`config.mk`:
```
export PLATFORM = sky130hd
export DESIGN_NAME = packet_pool_and_drop_queue_unit_flat
export DESIGN_NICKNAME = d
export VERILOG_FILES = /design/src/rtl/ppdq_pkg.sv /design/src/rtl/ppdq_req_if.sv /design/src/rtl/ppdq_rsp_if.sv /design/src/rtl/packet_pool_and_drop_queue_unit.sv /design/src/rtl/ppdq_ring.sv /design/src/rtl/ppdq_free_list.sv /design/src/flat_wrapper.sv
export VERILOG_INCLUDE_DIRS = /design/src /design/src/rtl
export SDC_FILE = /design/constraint.sdc
export NUM_CORES = 1
export LEC_CHECK = 0
export BUFFER_PORTS_ARGS = -buffer_cell sky130_fd_sc_hd__buf_4
export CORE_MARGIN = 2
export CORE_UTILIZATION = 65
export DETAILED_ROUTE_END_ITERATION = 12
export PLACE_DENSITY = 0.83
export SLEW_MARGIN = 0
export SYNTH_ARGS = -nofsm -noshare
export SYNTH_HDL_FRONTEND = slang
export SYNTH_SLANG_ARGS = --single-unit
```
`constraint.sdc`:
```
create_clock -name i_clk -period 8.4 [get_ports i_clk]
set_clock_uncertainty 0.2 [all_clocks]
set_input_delay 1.68 -clock i_clk [delete_from_list [all_inputs] [get_ports i_clk]]
set_output_delay 1.68 -clock i_clk [all_outputs]
set_load 0.005 [all_outputs]
```
`src/rtl/packet_pool_and_drop_queue_unit_macros.svh`:
```
// Assertion macros used by the top-level RTL file.
`ifndef PACKET_POOL_AND_DROP_QUEUE_UNIT_MACROS_SVH
`define PACKET_POOL_AND_DROP_QUEUE_UNIT_MACROS_SVH

`ifndef SYNTHESIS
// Checked on every clock edge while out of reset.
`define PPDQ_ASSERT(lbl, prop, msg) \
    lbl: assert property (@(posedge i_clk) disable iff (!i_rst_n) (prop)) else $error(msg);
// Checked on every clock edge, reset included.
`define PPDQ_ASSERT_ALWAYS(lbl, prop, msg) \
    lbl: assert property (@(posedge i_clk) (prop)) else $error(msg);
`else
`define PPDQ_ASSERT(lbl, prop, msg)
`define PPDQ_ASSERT_ALWAYS(lbl, prop, msg)
`endif

`endif

```
`src/rtl/ppdq_pkg.sv`:
```
`default_nettype none

package ppdq_pkg;

    localparam int POOL_SIZE   = 16;
    localparam int QUEUE_DEPTH = 16;

    localparam int HANDLE_W   = 4;
    localparam int QIDX_W     = $clog2(QUEUE_DEPTH);
    localparam int COUNT_W    = 5;
    localparam int CFG_IDX_W  = 1;
    localparam int CFG_DATA_W = 5;

    typedef logic [HANDLE_W-1:0] t_handle;
    typedef logic [QIDX_W-1:0]   t_qidx;
    typedef logic [COUNT_W-1:0]  t_count;

    typedef enum logic [1:0] {
        REQ_ALLOC = 2'd0,
        REQ_FREE  = 2'd1,
        REQ_PUSH  = 2'd2,
        REQ_POP   = 2'd3
    } t_req_type;

    typedef enum logic [2:0] {
        ST_OK         = 3'd0,
        ST_POOL_EMPTY = 3'd1,
        ST_POOL_FULL  = 3'd2,
        ST_Q_OVERFLOW = 3'd3,
        ST_Q_EMPTY    = 3'd4
    } t_status;

    localparam logic [1:0] POL_REPORT        = 2'd0;
    localparam logic [1:0] POL_DROP_OLDEST   = 2'd1;
    localparam logic [1:0] POL_DROP_INCOMING = 2'd2;

    localparam logic [CFG_IDX_W-1:0] CFG_DROP_POLICY    = 1'b0;
    localparam logic [CFG_IDX_W-1:0] CFG_QUEUE_CAPACITY = 1'b1;

    // Free-list link memory access
    typedef struct packed {
        logic    we;
        t_handle waddr;
        t_handle wdata;
        t_handle raddr;
    } t_fl_port;

    // Queue slot memory access
    typedef struct packed {
        logic    we;
        t_qidx   waddr;
        t_handle wdata;
        t_qidx   raddr;
    } t_ring_port;

    // Link value of a free-list entry that was never written
    function automatic t_handle fl_reset_link(input t_handle h);
        fl_reset_link = (h == '0) ? '0 : t_handle'(h - t_handle'(1));
    endfunction

endpackage

`default_nettype wire

```
`src/rtl/ppdq_req_if.sv`:
```
`default_nettype none

interface ppdq_req_if;
    import ppdq_pkg::*;

    logic       valid;
    logic       ready;
    logic [1:0] req_type;
    t_handle    handle_in;

    modport source (output valid, output req_type, output handle_in, input ready);
    modport sink   (input valid, input req_type, input handle_in, output ready);
endinterface

`default_nettype wire

```
`src/rtl/ppdq_rsp_if.sv`:
```
`default_nettype none

interface ppdq_rsp_if;
    import ppdq_pkg::*;

    logic    valid;
    logic    ready;
    t_handle handle_out;
    t_status status;
    logic    dropped_oldest;
    t_count  free_count;
    t_count  queue_count;
    logic    front_valid;
    t_handle front_handle;

    modport source (
        output valid, output handle_out, output status, output dropped_oldest,
        output free_count, output queue_count, output front_valid,
        output front_handle, input ready
    );
    modport sink (
        input valid, input handle_out, input status, input dropped_oldest,
        input free_count, input queue_count, input front_valid,
        input front_handle, output ready
    );
endinterface

`default_nettype wire

```
`src/rtl/packet_pool_and_drop_queue_unit.sv`:
```
// Packet handle pool with a bounded ring queue.
// i_req carries one request per beat: allocate, free, push or pop, plus a
// handle for free and push. o_rsp returns exactly one result beat per request
// with the status, the allocated or popped handle, and the pool level, queue
// level and queue front after the request.
// The configuration port writes drop_policy (index 0) and queue_capacity
// (index 1) with i_cfg_we; write it only while no request is in flight.
// A request passes through S_IDLE, S_MOD, S_EXEC and S_OUT from accept to
// accept: S_IDLE takes the beat, S_MOD reduces the ring index modulo the
// capacity, S_EXEC read-modify-writes the link and slot memories, and S_OUT
// loads the result register. A drop-oldest push reduces two indices in S_MOD.
// After capacity shrinks while entries are queued, S_MOD repeats the
// subtraction until the index is below the capacity.
// Reset restores the full pool, an empty queue and the default configuration
// at once; requests are taken from the first cycle after reset.
// While the receiver stalls, the result is held in the output register and
// the next request is taken and worked up to its result, then held.
`default_nettype none

module packet_pool_and_drop_queue_unit (
    input  wire logic                               i_clk,
    input  wire logic                               i_rst_n,
    ppdq_req_if.sink                                i_req,
    ppdq_rsp_if.source                              o_rsp,
    input  wire logic                               i_cfg_we,
    input  wire logic [ppdq_pkg::CFG_IDX_W-1:0]     i_cfg_idx,
    input  wire logic [ppdq_pkg::CFG_DATA_W-1:0]    i_cfg_wdata
);
    import ppdq_pkg::*;

`include "packet_pool_and_drop_queue_unit_macros.svh"

    typedef enum logic [3:0] {
        S_IDLE = 4'b0001,
        S_MOD  = 4'b0010,
        S_EXEC = 4'b0100,
        S_OUT  = 4'b1000
    } t_state;

    localparam t_count POOL_CNT  = t_count'(POOL_SIZE);
    localparam t_count DEPTH_CNT = t_count'(QUEUE_DEPTH);
    localparam t_count ONE_CNT   = t_count'(1);

    t_state     r_state;
    logic [1:0] r_policy;
    t_count     r_cap;

    t_handle    r_free_top;
    t_count     r_free_rem;
    t_qidx      r_head;
    t_count     r_len;

    t_req_type  r_req;
    t_handle    r_hin;
    t_count     r_mod;
    logic       r_pass;
    t_qidx      r_tail;
    t_qidx      r_nhead;
    t_handle    r_hout;
    t_status    r_status;
    logic       r_dropped;

    logic       r_o_valid;
    t_handle    r_o_handle;
    t_status    r_o_status;
    logic       r_o_dropped;
    t_count     r_o_free_cnt;
    t_count     r_o_q_cnt;
    logic       r_o_front_vld;
    t_handle    r_o_front;

    t_handle    n_free_top;
    t_count     n_free_rem;
    t_qidx      n_head;
    t_count     n_len;
    t_handle    n_hout;
    t_status    n_status;
    logic       n_dropped;

    t_fl_port   w_fl;
    t_ring_port w_ring;
    t_handle    w_link;
    t_handle    w_slot;

    t_count     w_cap;
    t_count     w_mod_sub;
    logic       w_qfull;
    logic       w_pfull;
    logic       w_drop;
    logic       w_accept;
    logic       w_load;

    ppdq_free_list u_free_list (
        .i_clk   (i_clk),
        .i_rst_n (i_rst_n),
        .i_port  (w_fl),
        .o_link  (w_link)
    );

    ppdq_ring u_ring (
        .i_clk   (i_clk),
        .i_port  (w_ring),
        .o_rdata (w_slot)
    );

    // Effective capacity: zero acts as one, oversize clamps to depth
    assign w_cap = (r_cap == '0) ? ONE_CNT : ((r_cap > DEPTH_CNT) ? DEPTH_CNT : r_cap);

    assign w_qfull   = (r_len >= w_cap);
    assign w_pfull   = (r_free_rem >= POOL_CNT);
    assign w_drop    = (r_req == REQ_PUSH) && w_qfull && (r_policy == POL_DROP_OLDEST)
                       && !w_pfull;
    assign w_mod_sub = (r_mod >= w_cap) ? t_count'(r_mod - w_cap) : r_mod;

    assign w_accept    = i_req.valid && i_req.ready;
    assign w_load      = (r_state == S_OUT) && (!r_o_valid || o_rsp.ready);
    assign i_req.ready = (r_state == S_IDLE);

    // Request execution against the memory read data
    always_comb begin
        n_free_top   = r_free_top;
        n_free_rem   = r_free_rem;
        n_head       = r_head;
        n_len        = r_len;
        n_hout       = '0;
        n_status     = ST_OK;
        n_dropped    = 1'b0;
        w_fl.we      = 1'b0;
        w_fl.waddr   = r_hin;
        w_fl.wdata   = r_free_top;
        w_ring.we    = 1'b0;
        w_ring.waddr = r_tail;
        w_ring.wdata = r_hin;
        if (r_state == S_EXEC) begin
            case (r_req)
                REQ_ALLOC: begin
                    if (r_free_rem == '0) begin
                        n_status = ST_POOL_EMPTY;
                    end else begin
                        n_hout     = r_free_top;
                        n_free_top = w_link;
                        n_free_rem = t_count'(r_free_rem - ONE_CNT);
                    end
                end
                REQ_FREE: begin
                    if (w_pfull) begin
                        n_status = ST_POOL_FULL;
                    end else begin
                        w_fl.we    = 1'b1;
                        n_free_top = r_hin;
                        n_free_rem = t_count'(r_free_rem + ONE_CNT);
                    end
                end
                REQ_PUSH: begin
                    if (!w_qfull) begin
                        w_ring.we = 1'b1;
                        n_len     = t_count'(r_len + ONE_CNT);
                    end else begin
                        case (r_policy)
                            POL_DROP_OLDEST: begin
                                if (w_pfull) begin
                                    n_status = ST_POOL_FULL;
                                end else begin
                                    // return the old front to the pool, append at tail
                                    w_fl.we    = 1'b1;
                                    w_fl.waddr = w_slot;
                                    n_free_top = w_slot;
                                    n_free_rem = t_count'(r_free_rem + ONE_CNT);
                                    n_head     = r_nhead;
                                    w_ring.we  = 1'b1;
                                    n_dropped  = 1'b1;
                                end
                            end
                            POL_DROP_INCOMING: begin
                                if (w_pfull) begin
                                    n_status = ST_POOL_FULL;
                                end else begin
                                    w_fl.we    = 1'b1;
                                    n_free_top = r_hin;
                                    n_free_rem = t_count'(r_free_rem + ONE_CNT);
                                end
                            end
                            default: begin
                                n_status = ST_Q_OVERFLOW;
                            end
                        endcase
                    end
                end
                REQ_POP: begin
                    if (r_len == '0) begin
                        n_status = ST_Q_EMPTY;
                    end else begin
                        n_hout = w_slot;
                        n_len  = t_count'(r_len - ONE_CNT);
                        n_head = (r_len == ONE_CNT) ? '0 : r_nhead;
                    end
                end
                default: begin
                    n_status = ST_OK;
                end
            endcase
        end
        w_fl.raddr   = r_free_top;
        w_ring.raddr = n_head;
    end

    // Control state
    always_ff @(posedge i_clk) begin
        if (!i_rst_n) begin
            r_state    <= S_IDLE;
            r_policy   <= POL_REPORT;
            r_cap      <= DEPTH_CNT;
            r_free_top <= t_handle'(POOL_SIZE - 1);
            r_free_rem <= POOL_CNT;
            r_head     <= '0;
            r_len      <= '0;
            r_pass     <= 1'b0;
            r_o_valid  <= 1'b0;
        end else begin
            if (i_cfg_we) begin
                case (i_cfg_idx)
                    CFG_DROP_POLICY:    r_policy <= i_cfg_wdata[1:0];
                    CFG_QUEUE_CAPACITY: r_cap    <= t_count'(i_cfg_wdata);
                    default:            r_policy <= r_policy;
                endcase
            end

            case (r_state)
                S_IDLE: begin
                    if (w_accept) begin
                        r_pass  <= 1'b0;
                        r_state <= S_MOD;
                    end
                end
                S_MOD: begin
                    if (w_mod_sub < w_cap) begin
                        if (!r_pass && (r_req == REQ_PUSH) && w_drop) begin
                            r_pass <= 1'b1;
                        end else begin
                            r_state <= S_EXEC;
                        end
                    end
                end
                S_EXEC: begin
                    r_free_top <= n_free_top;
                    r_free_rem <= n_free_rem;
                    r_head     <= n_head;
                    r_len      <= n_len;
                    r_state    <= S_OUT;
                end
                S_OUT: begin
                    if (w_load) begin
                        r_state <= S_IDLE;
                    end
                end
                default: begin
                    r_state <= S_IDLE;
                end
            endcase

            if (w_load) begin
                r_o_valid <= 1'b1;
            end else if (o_rsp.ready) begin
                r_o_valid <= 1'b0;
            end
        end
    end

    // Request payload and index reduction
    always_ff @(posedge i_clk) begin
        if (w_accept) begin
            r_req <= t_req_type'(i_req.req_type);
            r_hin <= i_req.handle_in;
            if (t_req_type'(i_req.req_type) == REQ_PUSH) begin
                r_mod <= t_count'(t_count'(r_head) + r_len);
            end else begin
                r_mod <= t_count'(t_count'(r_head) + ONE_CNT);
            end
        end else if (r_state == S_MOD) begin
            if (w_mod_sub < w_cap) begin
                if (!r_pass && (r_req == REQ_PUSH)) begin
                    r_tail <= w_mod_sub[QIDX_W-1:0];
                    // drop-oldest also needs the advanced head
                    r_mod  <= t_count'(t_count'(r_head) + ONE_CNT);
                end else begin
                    r_nhead <= w_mod_sub[QIDX_W-1:0];
                end
            end else begin
                r_mod <= w_mod_sub;
            end
        end

        if (r_state == S_EXEC) begin
            r_hout    <= n_hout;
            r_status  <= n_status;
            r_dropped <= n_dropped;
        end

        if (w_load) begin
            r_o_handle    <= r_hout;
            r_o_status    <= r_status;
            r_o_dropped   <= r_dropped;
            r_o_free_cnt  <= r_free_rem;
            r_o_q_cnt     <= r_len;
            r_o_front_vld <= (r_len != '0);
            r_o_front     <= (r_len != '0) ? w_slot : '0;
        end
    end

    assign o_rsp.valid          = r_o_valid;
    assign o_rsp.handle_out     = r_o_handle;
    assign o_rsp.status         = r_o_status;
    assign o_rsp.dropped_oldest = r_o_dropped;
    assign o_rsp.free_count     = r_o_free_cnt;
    assign o_rsp.queue_count    = r_o_q_cnt;
    assign o_rsp.front_valid    = r_o_front_vld;
    assign o_rsp.front_handle   = r_o_front;

    `PPDQ_ASSERT(a_free_rem_bound, r_free_rem <= POOL_CNT, "free count above pool size")
    `PPDQ_ASSERT(a_len_bound, r_len <= DEPTH_CNT, "queue length above depth")
    `PPDQ_ASSERT(a_tail_in_ring, ((r_state == S_EXEC) && (r_req == REQ_PUSH)) |-> (t_count'(r_tail) < w_cap), "tail index outside capacity")
    `PPDQ_ASSERT_ALWAYS(a_reset_idle, !i_rst_n |=> ((r_state == S_IDLE) && !r_o_valid), "not idle after reset")

endmodule

`default_nettype wire

```
`src/rtl/ppdq_ring.sv`:
```
`default_nettype none

module ppdq_ring (
    input  wire logic                 i_clk,
    input  wire ppdq_pkg::t_ring_port i_port,
    output ppdq_pkg::t_handle         o_rdata
);
    import ppdq_pkg::*;

    t_handle r_mem [QUEUE_DEPTH];
    t_handle r_rdata;

    // Write-first: a read of the entry being written returns the new value
    always_ff @(posedge i_clk) begin
        if (i_port.we) begin
            r_mem[i_port.waddr] <= i_port.wdata;
        end
        if (i_port.we && (i_port.waddr == i_port.raddr)) begin
            r_rdata <= i_port.wdata;
        end else begin
            r_rdata <= r_mem[i_port.raddr];
        end
    end

    assign o_rdata = r_rdata;

endmodule

`default_nettype wire

```
`src/rtl/ppdq_free_list.sv`:
```
`default_nettype none

module ppdq_free_list (
    input  wire logic                 i_clk,
    input  wire logic                 i_rst_n,
    input  wire ppdq_pkg::t_fl_port   i_port,
    output ppdq_pkg::t_handle         o_link
);
    import ppdq_pkg::*;

    t_handle               r_mem [POOL_SIZE];
    logic [POOL_SIZE-1:0]  r_valid;
    logic                  r_rd_valid;
    t_handle               r_rdata;
    t_handle               r_raddr;

    always_ff @(posedge i_clk) begin
        if (i_port.we) begin
            r_mem[i_port.waddr] <= i_port.wdata;
        end
        r_rdata <= r_mem[i_port.raddr];
        r_raddr <= i_port.raddr;
    end

    always_ff @(posedge i_clk) begin
        if (!i_rst_n) begin
            r_valid    <= '0;
            r_rd_valid <= 1'b0;
        end else begin
            if (i_port.we) begin
                r_valid[i_port.waddr] <= 1'b1;
            end
            r_rd_valid <= r_valid[i_port.raddr];
        end
    end

    // Unwritten entries read as their reset link
    assign o_link = r_rd_valid ? r_rdata : fl_reset_link(r_raddr);

endmodule

`default_nettype wire

```
`src/flat_wrapper.sv`:
```
// flat-port wrapper written by rule: the top's interface ports become plain ports
module packet_pool_and_drop_queue_unit_flat import ppdq_pkg::*;
  (i_clk, i_rst_n, i_cfg_we, i_cfg_idx, i_cfg_wdata, i_req_valid, i_req_req_type, i_req_handle_in, i_req_ready, o_rsp_valid, o_rsp_handle_out, o_rsp_status, o_rsp_dropped_oldest, o_rsp_free_count, o_rsp_queue_count, o_rsp_front_valid, o_rsp_front_handle, o_rsp_ready);
  ppdq_req_if i_req_i ();
  ppdq_rsp_if o_rsp_i ();
  input  wire logic i_clk;
  input  wire logic i_rst_n;
  input  wire logic i_cfg_we;
  input  wire logic [ppdq_pkg::CFG_IDX_W-1:0] i_cfg_idx;
  input  wire logic [ppdq_pkg::CFG_DATA_W-1:0] i_cfg_wdata;
  input wire logic [$bits(i_req_i.valid)-1:0] i_req_valid;
  input wire logic [$bits(i_req_i.req_type)-1:0] i_req_req_type;
  input wire logic [$bits(i_req_i.handle_in)-1:0] i_req_handle_in;
  output wire logic [$bits(i_req_i.ready)-1:0] i_req_ready;
  output wire logic [$bits(o_rsp_i.valid)-1:0] o_rsp_valid;
  output wire logic [$bits(o_rsp_i.handle_out)-1:0] o_rsp_handle_out;
  output wire logic [$bits(o_rsp_i.status)-1:0] o_rsp_status;
  output wire logic [$bits(o_rsp_i.dropped_oldest)-1:0] o_rsp_dropped_oldest;
  output wire logic [$bits(o_rsp_i.free_count)-1:0] o_rsp_free_count;
  output wire logic [$bits(o_rsp_i.queue_count)-1:0] o_rsp_queue_count;
  output wire logic [$bits(o_rsp_i.front_valid)-1:0] o_rsp_front_valid;
  output wire logic [$bits(o_rsp_i.front_handle)-1:0] o_rsp_front_handle;
  input wire logic [$bits(o_rsp_i.ready)-1:0] o_rsp_ready;
  assign i_req_i.valid = i_req_valid;
  assign i_req_i.req_type = i_req_req_type;
  assign i_req_i.handle_in = i_req_handle_in;
  assign i_req_ready = i_req_i.ready;
  assign o_rsp_valid = o_rsp_i.valid;
  assign o_rsp_handle_out = o_rsp_i.handle_out;
  assign o_rsp_status = o_rsp_i.status;
  assign o_rsp_dropped_oldest = o_rsp_i.dropped_oldest;
  assign o_rsp_free_count = o_rsp_i.free_count;
  assign o_rsp_queue_count = o_rsp_i.queue_count;
  assign o_rsp_front_valid = o_rsp_i.front_valid;
  assign o_rsp_front_handle = o_rsp_i.front_handle;
  assign o_rsp_i.ready = o_rsp_ready;
  packet_pool_and_drop_queue_unit u_core (.i_clk(i_clk), .i_rst_n(i_rst_n), .i_req(i_req_i), .o_rsp(o_rsp_i), .i_cfg_we(i_cfg_we), .i_cfg_idx(i_cfg_idx), .i_cfg_wdata(i_cfg_wdata));
endmodule
```
==> flow_summary_export.csv, run 1 <==
group,metric,value,unit
worst_setup_path,required,8.35,ns
logic_synthesis,yosysMostFrequentCell,"edfxtp_1",
timing,timing.final.crit_share,51.9,%
grt,grt_max_degree,41,
power,p_leak,4.29,nW
logic_synthesis,synthTopCellsByArea,"edfxtp_1 (50%), dfxtp_1 (11%), mux4_2 (6.8%), ha_1 (3.7%), mux4_1 (2.2%)",
logic_synthesis,synth_top_area_cell,"edfxtp_1",
detailed_routing,routed_wl,22.3,mm
logic_synthesis,mappedNetlistNets,797,
timing,drv_slew,0,
logic_synthesis,yosys_warnings,0,
grt,grt_pass1_wl,35.6,mm
floorplan,die_area,0.0174,mm²
run_status,status,"finished, final reports clean",
grt,grt_usage,25.8,%
floorplan,coreArea,0.0159,mm²
timing,layout_min_cycle_time,4.36,ns
worst_setup_path,slowest_stage,"o31ai_1",
placed_design,dp_hpwl,15.0,mm
logic_synthesis,netlist_area,0.0106,mm²
timing,fin_tns_setup,0,ns
logic_synthesis,synth_cell_types,66,
worst_setup_path,r2r_slack,4.04,ns
logic_synthesis,synth_edf_count,178,
timing,slew_headroom,22.5,%
logic_synthesis,netlist.area_leader.share,50.3,%
floorplan,die_y,132,µm
cts,cts_hold_buf,0,
logic_synthesis,ys.flop_type,"edfxtp_1",
power,ir_worst_vdd,0.184,mV
cells_and_area,n_antenna_cell,0,
detailed_routing,drtPass1Iterations,6,
grt,grt_antenna_before_repair,0,
power,powerDensity,241,mW/mm²
worst_setup_path,setup.worst_path.start_class,"flip-flop",
worst_setup_path,crit_fanout,10,
cts,cts_buffers,24,
job,maxCapViolations,0,
floorplan,pin_count,42,
worst_setup_path,crit_arrival,4.30,ns
cells_and_area,fin_nets,838,
floorplan,fp.dieW,132,µm
timing,worst_slack,4.04,ns
cts,clk_root_buffer_cell,"clkbuf_16",
cts,clk_latency,0.53,ns
logic_synthesis,syn_inst,746,
detailed_routing,drcViolationCount,0,
detailed_routing,ant_nets,0,
worst_setup_path,end_kind,"flip-flop",
worst_setup_path,rr_worst_depth,13,
cells_and_area,drive_gt1_share,18.1,%
logic_synthesis,ys_seq_area_share,61.6,%
grt,grt_pass1_vias,6578,
cts,htreeDepth,1,
placed_design,place.gp.congestion,0.883,
worst_setup_path,crit_path_start,"u_core.r_cap[4]",
timing,tightest_slew,1.16,ns
timing,fmax,230,MHz
cts,cts_tree,"done",
floorplan,start_util,66.6,%
timing,finalHoldViolations,0,
detailed_routing,vias_per_cell,6.59,
worst_setup_path,max_stage_delay,0.64,ns
cts,clockBufferDepth,3,
placed_design,place_ws,4.13,ns
worst_setup_path,crit_end,"u_core.r_nhead[1]",
cts,cts_sinks,238,
worst_setup_path,r2r-start,"u_core.r_cap[4]",
timing,setup_viol,0,
worst_setup_path,path_class,"flip-flop to flip-flop",
detailed_routing,wl_per_cell,21.9,µm
grt,grt_overflow,0,
cts,cts.reportedPaths.clkPinSlew,0.07,ns
min_path,hold_path.class,"flip-flop to flip-flop",
worst_setup_path,path_cells,"inv_1 -> nand2_1 -> ha_1 -> nand2_1 -> o21a_1 -> o21a_1 -> o31ai_1 -> ha_1 -> a21o_1 -> a21oi_1 -> o21ai_1 -> nand2b_1 -> nor3_1",
cts,cts_resized,0,
logic_synthesis,ys_ff_latch,238,
logic_synthesis,syn_avg_cell_area,14.2,µm²
detailed_routing,first_iter_violations,716,
timing,rsz0062_at_grt,"false",
placed_design,portBuffers,41,
floorplan,placementRows,46,
cts,post_cts_buffers,0,
logic_synthesis,async_flop_share,0,%
cells_and_area,syn2layout_area_growth,12.6,%
worst_setup_path,r2r_end,"u_core.r_nhead[1]",
detailed_routing,vias,6733,
logic_synthesis,synth.cells.most_frequent,"edfxtp_1 (178), dfxtp_1 (60), nor2_1 (44), nand2_1 (40)",
-- sequential cells by signal, indices dropped and copies added, names as in the netlist, 5 cells and up, named ones only --
signal	cells
u_core.r_mod	5
u_core.u_ring.r_mem	64
u_core.o_rsp.queue_count	5
u_core.o_rsp.free_count	5
u_core.r_len	5
u_core.r_free_rem	5
u_core.r_cap	5
u_core.u_free_list.r_mem	64
u_core.u_free_list.r_valid	16
-- cell usage in the layout, fill, tap and decap left out, types with 9 or more instances in the layout --
cell type  count
dfxtp_1       59
o21ai_0       33
nor3_1        11
ha_1          31
a21o_1        11
xnor2_1       11
mux4_2        32
a221oi_1      20
mux4_1         9
nor2_1        44
nand3_1       21
o21a_1        20
edfxtp_1     178
clkbuf_16     29
inv_1         27
a21oi_1       33
nand2_1       40
nor2b_1       15
o211ai_1      10
buf_4         46
-- layout make-up --
type                    instances  area [µm²]
flip-flops and latches        238        6550
repair buffers                 46         345
fillers                       934        3990
clock inverters                 9        88.8
well taps                     216         270
inverters                      28         105
clock buffers                  35         768
multi-input cells             449        3830
-- worst max-delay path: cells and delay by family, from the launching register on --
| kind | cells | cell delay, ns |
|---|---|---|
| AO/OA/AOI/OAI | 6 | 1.58 |
| AND/OR/NAND/NOR | 4 | 0.97 |
| adder cells (fa/ha/maj) | 2 | 0.77 |
| flip-flops | 1 | 0.34 |
| buffers and inverters | 1 | 0.13 |
-- cell families after synthesis --
family / Yosys count / share of synthesized area [%]
xor gates and xnor gates: 15 / 1.24
AOI/OAI and AO/OA: 168 / 11.5
adders and majority gates: 34 / 4.22
buffers and inverters: 59 / 2.37
and+or+nand+nor: 177 / 8.65
muxes: 55 / 10.4
DFF: 238 / 61.6
-- routing by layer --
metal	GRT usage, %	share of wire, %	vias up
met5	0	0	-
met4	7.37	2.9	0
met3	3.27	5.7	61
met2	43.7	50	303
met1	35.6	41	3354
li1	-	-	3015
-- through the flow --
step	utilization (%)	hold WS, ns	area, µm²	cells	power, mW
after floorplan	-	0.200	10600	746	1.67
after global placement	69.6	0.136	11100	977	1.76
after detailed placement	69.6	0.145	11100	977	1.78
after CTS	75.0	0.163	12000	1021	2.89
after global routing	75.0	0.177	12000	1021	2.98
final	75.0	0.165	12000	1021	2.88
-- where the power goes --
part / leakage, nW / internal [mW] / switching, mW
combinational: 1.65 / 0.169 / 0.246
clock: 0.420 / 0.672 / 0.441
sequential: 2.22 / 1.32 / 0.0372
-- worst min path at each step --
stage	depth (start not counted)	end	from
floorplan	0	u_core.o_rsp.dropped_oldest	u_core.r_dropped
global placement	0	u_core.u_free_list.r_raddr[1]	u_core.r_free_top[1]
detailed placement	0	u_core.u_free_list.r_raddr[1]	u_core.r_free_top[1]
CTS	0	u_core.u_free_list.r_raddr[1]	u_core.r_free_top[1]
global route	0	u_core.u_free_list.r_raddr[1]	u_core.r_free_top[1]
finish	0	u_core.u_free_list.r_raddr[1]	u_core.r_free_top[1]
No activity file was read; power rests on OpenSTA's default activity.
==> run 2: changes to the inputs <==
--- a/config.mk
+++ b/config.mk
@@ -8,9 +8,9 @@
 export LEC_CHECK = 0
 export BUFFER_PORTS_ARGS = -buffer_cell sky130_fd_sc_hd__buf_4
 export CORE_MARGIN = 2
-export CORE_UTILIZATION = 65
+export CORE_UTILIZATION = 56
 export DETAILED_ROUTE_END_ITERATION = 12
-export PLACE_DENSITY = 0.83
+export PLACE_DENSITY = 0.76
 export SLEW_MARGIN = 0
 export SYNTH_ARGS = -nofsm -noshare
 export SYNTH_HDL_FRONTEND = slang
==> constraint.sdc (replaced) <==
create_clock -name i_clk -period 3.95 [get_ports i_clk]
set_clock_uncertainty 0.2 [all_clocks]
set_input_delay 0.79 -clock i_clk [delete_from_list [all_inputs] [get_ports i_clk]]
set_output_delay 0.79 -clock i_clk [all_outputs]
set_load 0.005 [all_outputs]
==> run 2 against run 1 <==
  * Non-clock buffer count rose by 37
  * Global-route usage fell by 2.8 points
  * Power rose by 110%
  * Critical path depth rose by 2
  * Largest cell class unchanged
  * Hold slack got worse by 0.0082 ns
  * Count of clock-buffer cells in the layout fell by 9
  * Largest power group unchanged
  * Via count rose by 0.91%
  * Core utilization fell by 9.4 points
  * Sequential power rose by 110%
  * Clock power rose by 92%
  * Routed wire length rose by 2.1%
==> flow_summary_export.csv, run 2 (same netlist as run 1, synthesis figures left out) <==
group,metric,value,unit
detailed_routing,drtPass1Iterations,5,
power,p_leak,4.44,nW
cells_and_area,fin_nets,875,
worst_setup_path,crit_arrival,3.88,ns
grt,grt_antenna_before_repair,0,
cells_and_area,final_cell_mix,"edfxtp_1 (178), buf_4 (83), dfxtp_1 (59)",
detailed_routing,ant_nets,0,
job,maxCapViolations,0,
detailed_routing,wl_per_cell,21.2,µm
floorplan,placementRows,50,
grt,grt_overflow,0,
cts,cts_hold_buf,0,
grt,grt_usage,22.9,%
timing,setup_viol,0,
cells_and_area,final_core_util,65.6,%
grt,grt_pass1_vias,6616,
timing,drv_slew,0,
floorplan,start_util,57.0,%
placed_design,dp_hpwl,15.8,mm
grt,grt_use_met2,37.1,%
grt,grt_pass1_wl,36.1,mm
cells_and_area,syn2layout_area_growth,15.1,%
cts,htreeDepth,1,
placed_design,portBuffers,41,
timing,tightest_slew,1.20,ns
cts,cts_sinks,238,
timing,fmax,262,MHz
cells_and_area,n_antenna_cell,0,
cells_and_area,fin_area,0.0122,mm²
worst_setup_path,end_kind,"flip-flop",
worst_setup_path,path_cells,"nor3_2 -> nor2_2 -> nor2_2 -> ha_2 -> inv_1 -> fa_2 -> xor2_1 -> mux2_4 -> ha_1 -> a21o_1 -> a21o_1 -> a21oi_2 -> o21ai_4 -> mux2_4 -> o221a_2",
cts,cts_tree,"done",
grt,grt_max_degree,40,
worst_setup_path,critical_path.top_delay_family,"compound AO/OA/AOI/OAI gates",
cts,cts.reportedPaths.clkPinSlew,0.07,ns
worst_setup_path,required,4.02,ns
timing,slew_headroom,18.9,%
power,ir_worst_vdd,0.491,mV
grt,use_met3,3.68,%
worst_setup_path,path_buf_inv,1,
min_path,hold_path.class,"flip-flop to flip-flop",
floorplan,fp.dieW,142,µm
cts,clk_root_buffer_cell,"clkbuf_16",
timing,finalHoldViolations,0,
cts,clk_latency,0.53,ns
cts,clockBufferDepth,3,
detailed_routing,routed_wl,22.8,mm
cells_and_area,layout_top_registers,"u_core.u_free_list.r_mem: 64 flops, u_core.u_ring.r_mem: 64 flops, u_core.u_free_list.r_valid: 16 flops",
timing,layout_min_cycle_time,3.82,ns
power,powerDensity,496,mW/mm²
worst_setup_path,slowest_stage,"fa_2",
placed_design,place_ws,-0.0118,ns
worst_setup_path,path_class,"flip-flop to flip-flop",
cells_and_area,drive_gt1_share,23.0,%
worst_setup_path,setup.worst_path.start_class,"flip-flop",
timing,timing.final.crit_share,96.6,%
worst_setup_path,crit_fanout,5,
floorplan,die_area,0.0201,mm²
floorplan,coreArea,0.0186,mm²
placed_design,dpl_cell_area,0.0114,mm²
cells_and_area,final_common_cell,"edfxtp_1",
grt,grt_use_met1,32.4,%
floorplan,pin_count,42,
timing,worst_slack,0.134,ns
detailed_routing,vias,6794,
placed_design,place.gp.congestion,0.858,
detailed_routing,drcViolationCount,0,
detailed_routing,first_iter_violations,571,
detailed_routing,vias_per_cell,6.31,
floorplan,die_y,142,µm
grt,top_usage_layer,"met2",
run_status,status,"finished, final reports clean",
cts,cts_buffers,24,
worst_setup_path,max_stage_delay,0.36,ns
## run 2: repair_timing
item	4_1_cts	5_1_grt
setup endpoints to repair	12	22
buffers inserted	0	1
pin swaps	0	9
hold endpoints to repair	0	0
resized for setup	4	14
cloned	0	0
## run 2: worst register-to-register path, delay by kind of cell, from the launching register on
family	cells	cell delay (ns)
DFF	1	0.34
buffers and inverters	1	0.06
xor gates and xnor gates	1	0.17
adders and majority gates	3	0.86
and+or+nand+nor	3	0.43
AOI/OAI and AO/OA	5	0.92
muxes	2	0.58
## run 2: final cells by class
type	instances	area (µm²)
flip-flops and latches	238	6550
fillers	1339	6420
multi-input cells	449	3900
repair buffers	83	623
clock buffers	26	618
well taps	234	293
clock inverters	18	138
inverters	28	105
## run 2: metal layers
metal | up-vias | part of all wire (%)
met5 | - | 0
met4 | 0 | 2.7
met3 | 54 | 5.3
met2 | 258 | 49
met1 | 3385 | 43
li1 | 3097 | -
## run 2: power by group
part	total (mW)	internal [mW]	switching (mW)
Clock	2.13	1.21	0.925
Sequential	2.87	2.80	0.0723
Combinational	1.07	0.485	0.581
## run 2: per-stage QoR
step / setup TNS (ns) / power, mW / hold WS, ns / std cells
final: 0 / 6.07 / 0.157 / 1076
after global routing: -0.0270 / 6.29 / 0.169 / 1076
after CTS: 0 / 5.99 / 0.158 / 1075
after detailed placement: -0.0470 / 3.86 / 0.149 / 1031
after global placement: 0 / 3.83 / 0.135 / 1031
after floorplan: 0 / 3.54 / 0.200 / 746
## run 2: final timing paths
| kind | cells after the start | endpoint | slack [ns] | start |
|---|---|---|---|---|
| max | 15 | u_core.r_mod[0] | 0.13 | u_core.r_cap[3] |
| min | 0 | u_core.u_free_list.r_raddr[1] | 0.16 | u_core.r_free_top[1] |
| max reg2reg | 15 | u_core.r_mod[0] | 0.13 | u_core.r_cap[3] |
| min reg2reg | 0 | u_core.u_free_list.r_raddr[1] | 0.16 | u_core.r_free_top[1] |
